## config.mk

```make
export PLATFORM = sky130hd
export DESIGN_NAME = counter_murmur_mix_rng
export DESIGN_NICKNAME = d
export VERILOG_FILES = /design/src/hw/rtl/cmm_pkg.sv /design/src/hw/rtl/cmm_front.sv /design/src/hw/rtl/cmm_queue.sv /design/src/hw/rtl/cmm_back.sv /design/src/hw/rtl/counter_murmur_mix_rng.sv
export SDC_FILE = /design/constraint.sdc
export NUM_CORES = 2
export LEC_CHECK = 0
export ABC_AREA = 1
export BUFFER_PORTS_ARGS = -buffer_cell sky130_fd_sc_hd__buf_2
export CELL_PAD_IN_SITES_DETAIL_PLACEMENT = 1
export CELL_PAD_IN_SITES_GLOBAL_PLACEMENT = 1
export CORE_MARGIN = 4
export CORE_UTILIZATION = 40
export DETAILED_ROUTE_END_ITERATION = 12
export PLACE_DENSITY_LB_ADDON = 0.1
export SLEW_MARGIN = 20
export SYNTH_ARGS = -nofsm -noshare
export SYNTH_HDL_FRONTEND = slang
export SYNTH_SLANG_ARGS = --single-unit
```

## constraint.sdc

```tcl
create_clock -name clk -period 9.5 [get_ports clk]
set_input_delay 1.9 -clock clk [delete_from_list [all_inputs] [get_ports clk]]
set_output_delay 1.9 -clock clk [all_outputs]
set_load 0.01 [all_outputs]
```

## src/hw/rtl/cmm_pkg.sv

```systemverilog
`timescale 1ns / 1ps
`default_nettype none
// ----------------------------------------------------------------------------
// cmm_pkg: shared types and constants of the counter mix generator
// Holds the item kinds, the mixer step codes, the mixing constants and the
// helper functions of one mixing round.
// ----------------------------------------------------------------------------
package cmm_pkg;

  // Item kinds of the input words.
  typedef enum logic [0:0] {
    KIND_DRAW = 1'b0,
    KIND_SEED = 1'b1
  } kind_t;

  // Steps of the mixing sequencer.
  typedef enum logic [2:0] {
    ST_IDLE,
    ST_MUL_B,
    ST_R1_MUL1,
    ST_R1_MUL2,
    ST_MUL_C,
    ST_R2_MUL1,
    ST_R2_MUL2,
    ST_FINISH
  } mix_state_t;

  localparam int unsigned WORD_W = 32;

  // Depth of the queue between the front and the back.
  localparam int unsigned QUEUE_DEPTH = 2;
  localparam int unsigned QUEUE_PTR_W = $clog2(QUEUE_DEPTH);
  localparam int unsigned QUEUE_CNT_W = $clog2(QUEUE_DEPTH + 1);

  localparam logic [WORD_W-1:0] MIX_MUL_ONE = 32'h85EB_CA6B;
  localparam logic [WORD_W-1:0] MIX_MUL_TWO = 32'hC2B2_AE35;
  localparam logic [WORD_W-1:0] ROUND_A_OFS = 32'h3D48_5453;
  localparam logic [WORD_W-1:0] ROUND_B_MUL = 32'h9E37_79B9;
  localparam logic [WORD_W-1:0] ROUND_C_MUL = 32'h6C62_272E;

  // Rotate left by 13.
  function automatic logic [WORD_W-1:0] rotl13(input logic [WORD_W-1:0] x);
    return {x[WORD_W-14:0], x[WORD_W-1:WORD_W-13]};
  endfunction

  // Xor with itself shifted right by 16.
  function automatic logic [WORD_W-1:0] xshift16(input logic [WORD_W-1:0] x);
    return x ^ (x >> 16);
  endfunction

  // Product modulo 2^32.
  function automatic logic [WORD_W-1:0] mul_lo(input logic [WORD_W-1:0] x,
                                              input logic [WORD_W-1:0] k);
    logic [2*WORD_W-1:0] p;
    p = {{WORD_W{1'b0}}, x} * {{WORD_W{1'b0}}, k};
    return p[WORD_W-1:0];
  endfunction

  // One full mixing round; used only for elaboration-time constants.
  function automatic logic [WORD_W-1:0] mix_round(input logic [WORD_W-1:0] x,
                                                 input logic [WORD_W-1:0] y);
    logic [WORD_W-1:0] s;
    s = rotl13(x ^ y);
    s = xshift16(mul_lo(s, MIX_MUL_ONE));
    s = xshift16(mul_lo(s, MIX_MUL_TWO));
    return s;
  endfunction

  // The first round mixes (c ^ offset) with c, so c cancels and the round
  // result is the same for every draw.
  localparam logic [WORD_W-1:0] ROUND_A_WORD = mix_round(ROUND_A_OFS, 32'h0000_0000);

endpackage
`default_nettype wire

```

## src/hw/rtl/cmm_front.sv

```systemverilog
`timescale 1ns / 1ps
`default_nettype none
// ----------------------------------------------------------------------------
// cmm_front: input side of the counter mix generator
// Accepts words, applies the one-time seed, steps the nonce counter and hands
// the combined value of each draw to the queue.
// ----------------------------------------------------------------------------
module cmm_front
  import cmm_pkg::*;
(
  input  wire logic              clk,
  input  wire logic              rst,
  input  wire logic              push,
  input  wire logic              kind,
  input  wire logic [WORD_W-1:0] entropy_word,
  output logic                   full,
  input  wire logic              q_full,
  output logic                   q_push,
  output logic [WORD_W-1:0]      q_data
);

  logic [WORD_W-1:0] nonce_counter;
  logic              seeded_flag;
  logic              accept;
  logic              is_seed;

  // Every word waits on queue space, so the handshake stays simple.
  assign full    = q_full;
  assign accept  = push && !q_full;
  assign is_seed = (kind == KIND_SEED);

  // A draw sends the old counter mixed with its entropy word.
  assign q_push = accept && !is_seed;
  assign q_data = nonce_counter ^ entropy_word;

  // Counter and seed flag update.
  always_ff @(posedge clk) begin
    if (rst) begin
      nonce_counter <= {{(WORD_W-1){1'b0}}, 1'b1};
      seeded_flag   <= 1'b0;
    end else if (accept) begin
      if (is_seed) begin
        if (!seeded_flag) begin
          nonce_counter <= nonce_counter ^ entropy_word;
          seeded_flag   <= 1'b1;
        end
      end else begin
        nonce_counter <= nonce_counter + {{(WORD_W-1){1'b0}}, 1'b1};
      end
    end
  end

endmodule
`default_nettype wire

```

## src/hw/rtl/cmm_queue.sv

```systemverilog
`timescale 1ns / 1ps
`default_nettype none
// ----------------------------------------------------------------------------
// cmm_queue: short queue between front and back
// Holds combined draw values so that the front and the mixer stall apart.
// ----------------------------------------------------------------------------
module cmm_queue
  import cmm_pkg::*;
(
  input  wire logic              clk,
  input  wire logic              rst,
  input  wire logic              wr_en,
  input  wire logic [WORD_W-1:0] wr_data,
  output logic                   q_full,
  input  wire logic              rd_en,
  output logic                   rd_valid,
  output logic [WORD_W-1:0]      rd_data
);

  logic [WORD_W-1:0]      slots [QUEUE_DEPTH];
  logic [QUEUE_PTR_W-1:0] wr_ptr;
  logic [QUEUE_PTR_W-1:0] rd_ptr;
  logic [QUEUE_CNT_W-1:0] count;
  logic                   do_wr;
  logic                   do_rd;

  assign q_full   = (count == QUEUE_CNT_W'(QUEUE_DEPTH));
  assign rd_valid = (count != '0);
  assign rd_data  = slots[rd_ptr];
  assign do_wr    = wr_en && !q_full;
  assign do_rd    = rd_en && rd_valid;

  // Storage write.
  always_ff @(posedge clk) begin
    if (do_wr) begin
      slots[wr_ptr] <= wr_data;
    end
  end

  // Pointers and fill count.
  always_ff @(posedge clk) begin
    if (rst) begin
      wr_ptr <= '0;
      rd_ptr <= '0;
      count  <= '0;
    end else begin
      if (do_wr) begin
        wr_ptr <= (wr_ptr == QUEUE_PTR_W'(QUEUE_DEPTH - 1)) ? '0 : wr_ptr + 1'b1;
      end
      if (do_rd) begin
        rd_ptr <= (rd_ptr == QUEUE_PTR_W'(QUEUE_DEPTH - 1)) ? '0 : rd_ptr + 1'b1;
      end
      if (do_wr && !do_rd) begin
        count <= count + 1'b1;
      end else if (do_rd && !do_wr) begin
        count <= count - 1'b1;
      end
    end
  end

endmodule
`default_nettype wire

```

## src/hw/rtl/cmm_back.sv

```systemverilog
`timescale 1ns / 1ps
`default_nettype none
// ----------------------------------------------------------------------------
// cmm_back: mixing sequencer and result register
// Runs the two data-dependent mixing rounds on one shared 32x32 multiplier,
// one product per cycle, and holds the finished word for the consumer.
// ----------------------------------------------------------------------------
module cmm_back
  import cmm_pkg::*;
(
  input  wire logic              clk,
  input  wire logic              rst,
  input  wire logic              q_valid,
  input  wire logic [WORD_W-1:0] q_data,
  output logic                   q_pop,
  output logic                   empty,
  input  wire logic              pop,
  output logic [WORD_W-1:0]      random_word
);

  mix_state_t        state;
  mix_state_t        state_next;
  logic [WORD_W-1:0] c_word;
  logic [WORD_W-1:0] prod;
  logic [WORD_W-1:0] prod_next;
  logic [WORD_W-1:0] b_word;
  logic [WORD_W-1:0] mul_op;
  logic [WORD_W-1:0] mul_k;
  logic              prod_load;
  logic              out_valid;
  logic              out_load;
  logic              out_taken;

  assign empty     = !out_valid;
  assign out_taken = pop && out_valid;

  // The single multiplier; its product is registered before any further use.
  assign prod_next = WORD_W'(mul_op * mul_k);

  // Step sequencing and multiplier operand selection.
  always_comb begin
    state_next = state;
    mul_op     = c_word;
    mul_k      = MIX_MUL_ONE;
    prod_load  = 1'b0;
    q_pop      = 1'b0;
    out_load   = 1'b0;
    unique case (state)
      ST_IDLE: begin
        if (q_valid) begin
          q_pop      = 1'b1;
          state_next = ST_MUL_B;
        end
      end
      ST_MUL_B: begin
        mul_op     = c_word;
        mul_k      = ROUND_B_MUL;
        prod_load  = 1'b1;
        state_next = ST_R1_MUL1;
      end
      ST_R1_MUL1: begin
        mul_op     = rotl13(ROUND_A_WORD ^ prod ^ ~c_word);
        mul_k      = MIX_MUL_ONE;
        prod_load  = 1'b1;
        state_next = ST_R1_MUL2;
      end
      ST_R1_MUL2: begin
        mul_op     = xshift16(prod);
        mul_k      = MIX_MUL_TWO;
        prod_load  = 1'b1;
        state_next = ST_MUL_C;
      end
      ST_MUL_C: begin
        mul_op     = c_word;
        mul_k      = ROUND_C_MUL;
        prod_load  = 1'b1;
        state_next = ST_R2_MUL1;
      end
      ST_R2_MUL1: begin
        mul_op     = rotl13(b_word ^ prod ^ c_word ^ ROUND_A_WORD);
        mul_k      = MIX_MUL_ONE;
        prod_load  = 1'b1;
        state_next = ST_R2_MUL2;
      end
      ST_R2_MUL2: begin
        mul_op     = xshift16(prod);
        mul_k      = MIX_MUL_TWO;
        prod_load  = 1'b1;
        state_next = ST_FINISH;
      end
      ST_FINISH: begin
        // Wait here while the previous word is still unread.
        if (!out_valid || pop) begin
          out_load   = 1'b1;
          state_next = ST_IDLE;
        end
      end
      default: begin
        state_next = ST_IDLE;
      end
    endcase
  end

  // State register.
  always_ff @(posedge clk) begin
    if (rst) begin
      state <= ST_IDLE;
    end else begin
      state <= state_next;
    end
  end

  // Datapath registers.
  always_ff @(posedge clk) begin
    if (q_pop) begin
      c_word <= q_data;
    end
    if (prod_load) begin
      prod <= prod_next;
    end
    if (state == ST_MUL_C) begin
      b_word <= xshift16(prod);
    end
    if (out_load) begin
      random_word <= ROUND_A_WORD ^ b_word ^ xshift16(prod);
    end
  end

  // Result register valid flag.
  always_ff @(posedge clk) begin
    if (rst) begin
      out_valid <= 1'b0;
    end else if (out_load) begin
      out_valid <= 1'b1;
    end else if (out_taken) begin
      out_valid <= 1'b0;
    end
  end

endmodule
`default_nettype wire

```

## src/hw/rtl/counter_murmur_mix_rng.sv

```systemverilog
// A draw word passes the front, the queue and the mixer's steps before it shows
// on random_word; seed words never give a result. The mixer takes one draw at a
// time on its single shared multiplier, which does six products per draw plus
// a load and a finish step; pending draws wait in the queue.
// Reset: synchronous; the nonce counter returns to one, the seed flag clears,
// and the queue and result register empty.
`timescale 1ns / 1ps
`default_nettype none
// ----------------------------------------------------------------------------
// counter_murmur_mix_rng: counter-based pseudo-random word generator
// A front stage keeps the seeded nonce counter, a short queue carries each
// draw value, and a sequenced mixer produces the random word.
// ----------------------------------------------------------------------------
module counter_murmur_mix_rng
  import cmm_pkg::*;
(
  input  wire logic              clk,
  input  wire logic              rst,
  input  wire logic              push,
  input  wire logic              kind,
  input  wire logic [WORD_W-1:0] entropy_word,
  output logic                   full,
  output logic                   empty,
  input  wire logic              pop,
  output logic [WORD_W-1:0]      random_word
);

  logic              q_full;
  logic              q_push;
  logic [WORD_W-1:0] q_wdata;
  logic              q_valid;
  logic [WORD_W-1:0] q_rdata;
  logic              q_pop;

  // Front: counter, seed and draw classification.
  cmm_front u_front (
    .clk          (clk),
    .rst          (rst),
    .push         (push),
    .kind         (kind),
    .entropy_word (entropy_word),
    .full         (full),
    .q_full       (q_full),
    .q_push       (q_push),
    .q_data       (q_wdata)
  );

  // Queue of pending draw values.
  cmm_queue u_queue (
    .clk      (clk),
    .rst      (rst),
    .wr_en    (q_push),
    .wr_data  (q_wdata),
    .q_full   (q_full),
    .rd_en    (q_pop),
    .rd_valid (q_valid),
    .rd_data  (q_rdata)
  );

  // Back: mixing rounds and result word.
  cmm_back u_back (
    .clk         (clk),
    .rst         (rst),
    .q_valid     (q_valid),
    .q_data      (q_rdata),
    .q_pop       (q_pop),
    .empty       (empty),
    .pop         (pop),
    .random_word (random_word)
  );

endmodule
`default_nettype wire

```

==> impl_results.md <==
- Initial antenna violation count: 2
- Top cells by area, synth: fa_1 31%, edfxtp_1 22%, inv_1 10%, nand2_1 9.4%, ha_1 6.2%
- Max stage delay on crit path: 560 ps
- Largest net degree at the start of global routing: 36
- Placeable core region: 64900 sq um
- Total wire length: 100000 um
- Post-Syn Area: 26400 sq um
- Fmax: 111 MHz
- Vias per inst: 5.24
- Wire per inst: 25.0 um
- Nets@finish: 3712
- Vias in the first global route: 22800
- CP Launch Type: flop
- Row cnt: 93
- HP Class: flop to flop
- First-pass GRT wire length: 148000 um
- Die Y: 265 um
- Post-synth EDFFs: 192
- Clock slew at reported path FFs: 70 ps
- Maximum clock insertion buffer count: 3
- DRC: 0
- Synth top area share: 0.306
- Grt ovf: 0
- Commonest cells after routing, fill and taps aside: 721 x inv_1, 659 x nand2_1, 403 x fa_1, 218 x nor2_1, 192 x edfxtp_1
- Hold Violations, Final: 0
- Final GP Congestion: 0.989
- Drt first pass iters: 5
- Crit-path slowest cell: fa_1
- Dominant synthesized flop cell: edfxtp_1
- IO buf count: 70
- Die W: 265 um
- Area growth syn-to-layout: 10.3%
- Setup clock skew after layout: 19.4 ps
- Synthesized Nets: 3588
- Worst slew pin tran: 810 ps
- Worst skew pair latency: 530 ps
- Routed vias: 21000
- Slew margin rel.: 0.456
- I/O pins: 71
- Yosys top cell by area: fa_1
- CTS tree: yes
- Synth cell types: 53
- Slew Viols, Final: 0
- Setup TNS after final layout: 0 ps
- CTS HTree Levels: 1
- Syn Inst Count: 3018
- DIE AREA: 70100 sq um
- DRT antenna net count: 0
- Worst hold slack: 514 ps
- RSZ-0062 raised after global routing: no
- CP endpoint kind: flop
- Fraction of registers with async set/reset: 0
- Total GRT Usage: 0.286
- CTS Root Cell: clkbuf_16
- Initial Util: 0.406
- Number of max-cap violations: 0
- Required @ worst endpoint: 9780 ps
- Layout cell share with drive strength beyond 1: 0.0886
- Initial DRC count: 1818
- Worst EP arrival: 9330 ps
- Post-DP HPWL: 85700 um
- Flop and latch count out of synthesis: 233
- Crit path time final: 9040 ps
- Finish-stage setup viols: 0
- Kind of critical path: flop to flop
- CTS sink count: 233
- Num CTS Buffers: 24
- Final period util: 0.952
- Crit Path Max Fanout: 18
- Outcome: finished clean
- Synth warnings: 0
- Most common cell after layout, fill and taps aside: inv_1
- Register area share after synthesis: 0.250
- Syn Area/Cell: 8.74 sq um
[Yosys cell counts, types with 8 or more instances]
library cell  number
buf_2             12
xor2_1           103
or2_2             13
inv_2             10
nand2_1          659
inv_1            724
clkbuf_1          44
buf_1             11
xnor2_1           26
nor2_1           221
dfxtp_1           41
a21oi_1           65
o21ai_0           61
nand4_1           29
nor3_1            17
a221oi_1          11
ha_1             130
fa_1             403
nand3_1          149
buf_6              8
a31oi_1            8
edfxtp_1         192
[cell families (layout without fill, tap and decap cells)]
kind of cell	count (synthesis)	after routing	synth area share
AO/OA/AOI/OAI	185	185	0.0410
XOR/XNOR	129	129	0.0428
adder cells (fa/ha/maj)	533	533	0.367
buffers and inverters	815	957	0.120
flip-flops	233	233	0.250
other	0	2	0
AND/OR/NAND/NOR	1123	1123	0.179
[cell type report]
type | count | area (sq um)
clock inverter | 11 | 115
multi-input combinational | 1970 | 16700
fill | 7688 | 35800
tap | 855 | 1070
antenna | 2 | 5.00
sequential | 233 | 6590
clock buffer | 33 | 676
timing repair buffer | 177 | 1210
inverter | 736 | 2770
[worst paths after layout]
path                                      end                           start  slack (ps)  cells after the start
setup / recovery    u_back.prod[28]$_DFFE_PP_    u_back.state[2]$_SDFFE_PP0P_         460                     32
setup reg to reg    u_back.prod[28]$_DFFE_PP_    u_back.state[2]$_SDFFE_PP0P_         460                     32
hold / removal    u_back.c_word[28]$_DFFE_PP_  u_queue.slots[0][28]$_DFFE_PP_         510                      2
hold reg to reg   u_back.c_word[28]$_DFFE_PP_  u_queue.slots[0][28]$_DFFE_PP_         510                      2
[critical path: cells and delay by family (launching register included)]
kind | cells | cell delay, ps
buffers and inverters | 12 | 1620
and+or+nand+nor | 9 | 2060
DFF | 1 | 500
xor gates and xnor gates | 1 | 160
AOI/OAI and AO/OA | 1 | 90
adders and majority gates | 9 | 4310
[per-layer routing]
layer	vias up	global-route usage	wire length, um
li1	9388	-	-
met1	10800	0.406	45100
met2	662	0.445	44600
met3	136	0.0617	7390
met4	0	0.0835	3390
met5	-	0	0
[what timing repair did]
action                     4_1_cts  5_1_grt
setup endpoints to repair        0        5
resized for setup                0        5
hold buffers                     0        0
setup buffers                    0        3
[flip-flops by register name, summed over array words and instances (netlist names), 2 cells and up]
name and count:
u_back.b_word 32, u_front.nonce_counter 32, u_back.state 3, u_back.prod 32, u_back.random_word 32, u_queue.slots 64
u_queue.count 2, u_back.c_word 32
[metrics by stage]
step	std cells	setup slack, ps	instance area, sq um	utilization
2_1_floorplan	3018	1550	26400	-
3_3_place_gp	3967	184	28200	0.435
3_5_place_dp	3968	73.9	28300	0.435
4_1_cts	4012	65.4	29100	0.447
5_1_grt	4015	53.3	29100	0.448
6_report	4017	457	29100	0.448
Power is not shown: default switching activity piles up to over one toggle a cycle in this logic, so the estimate is an artifact.
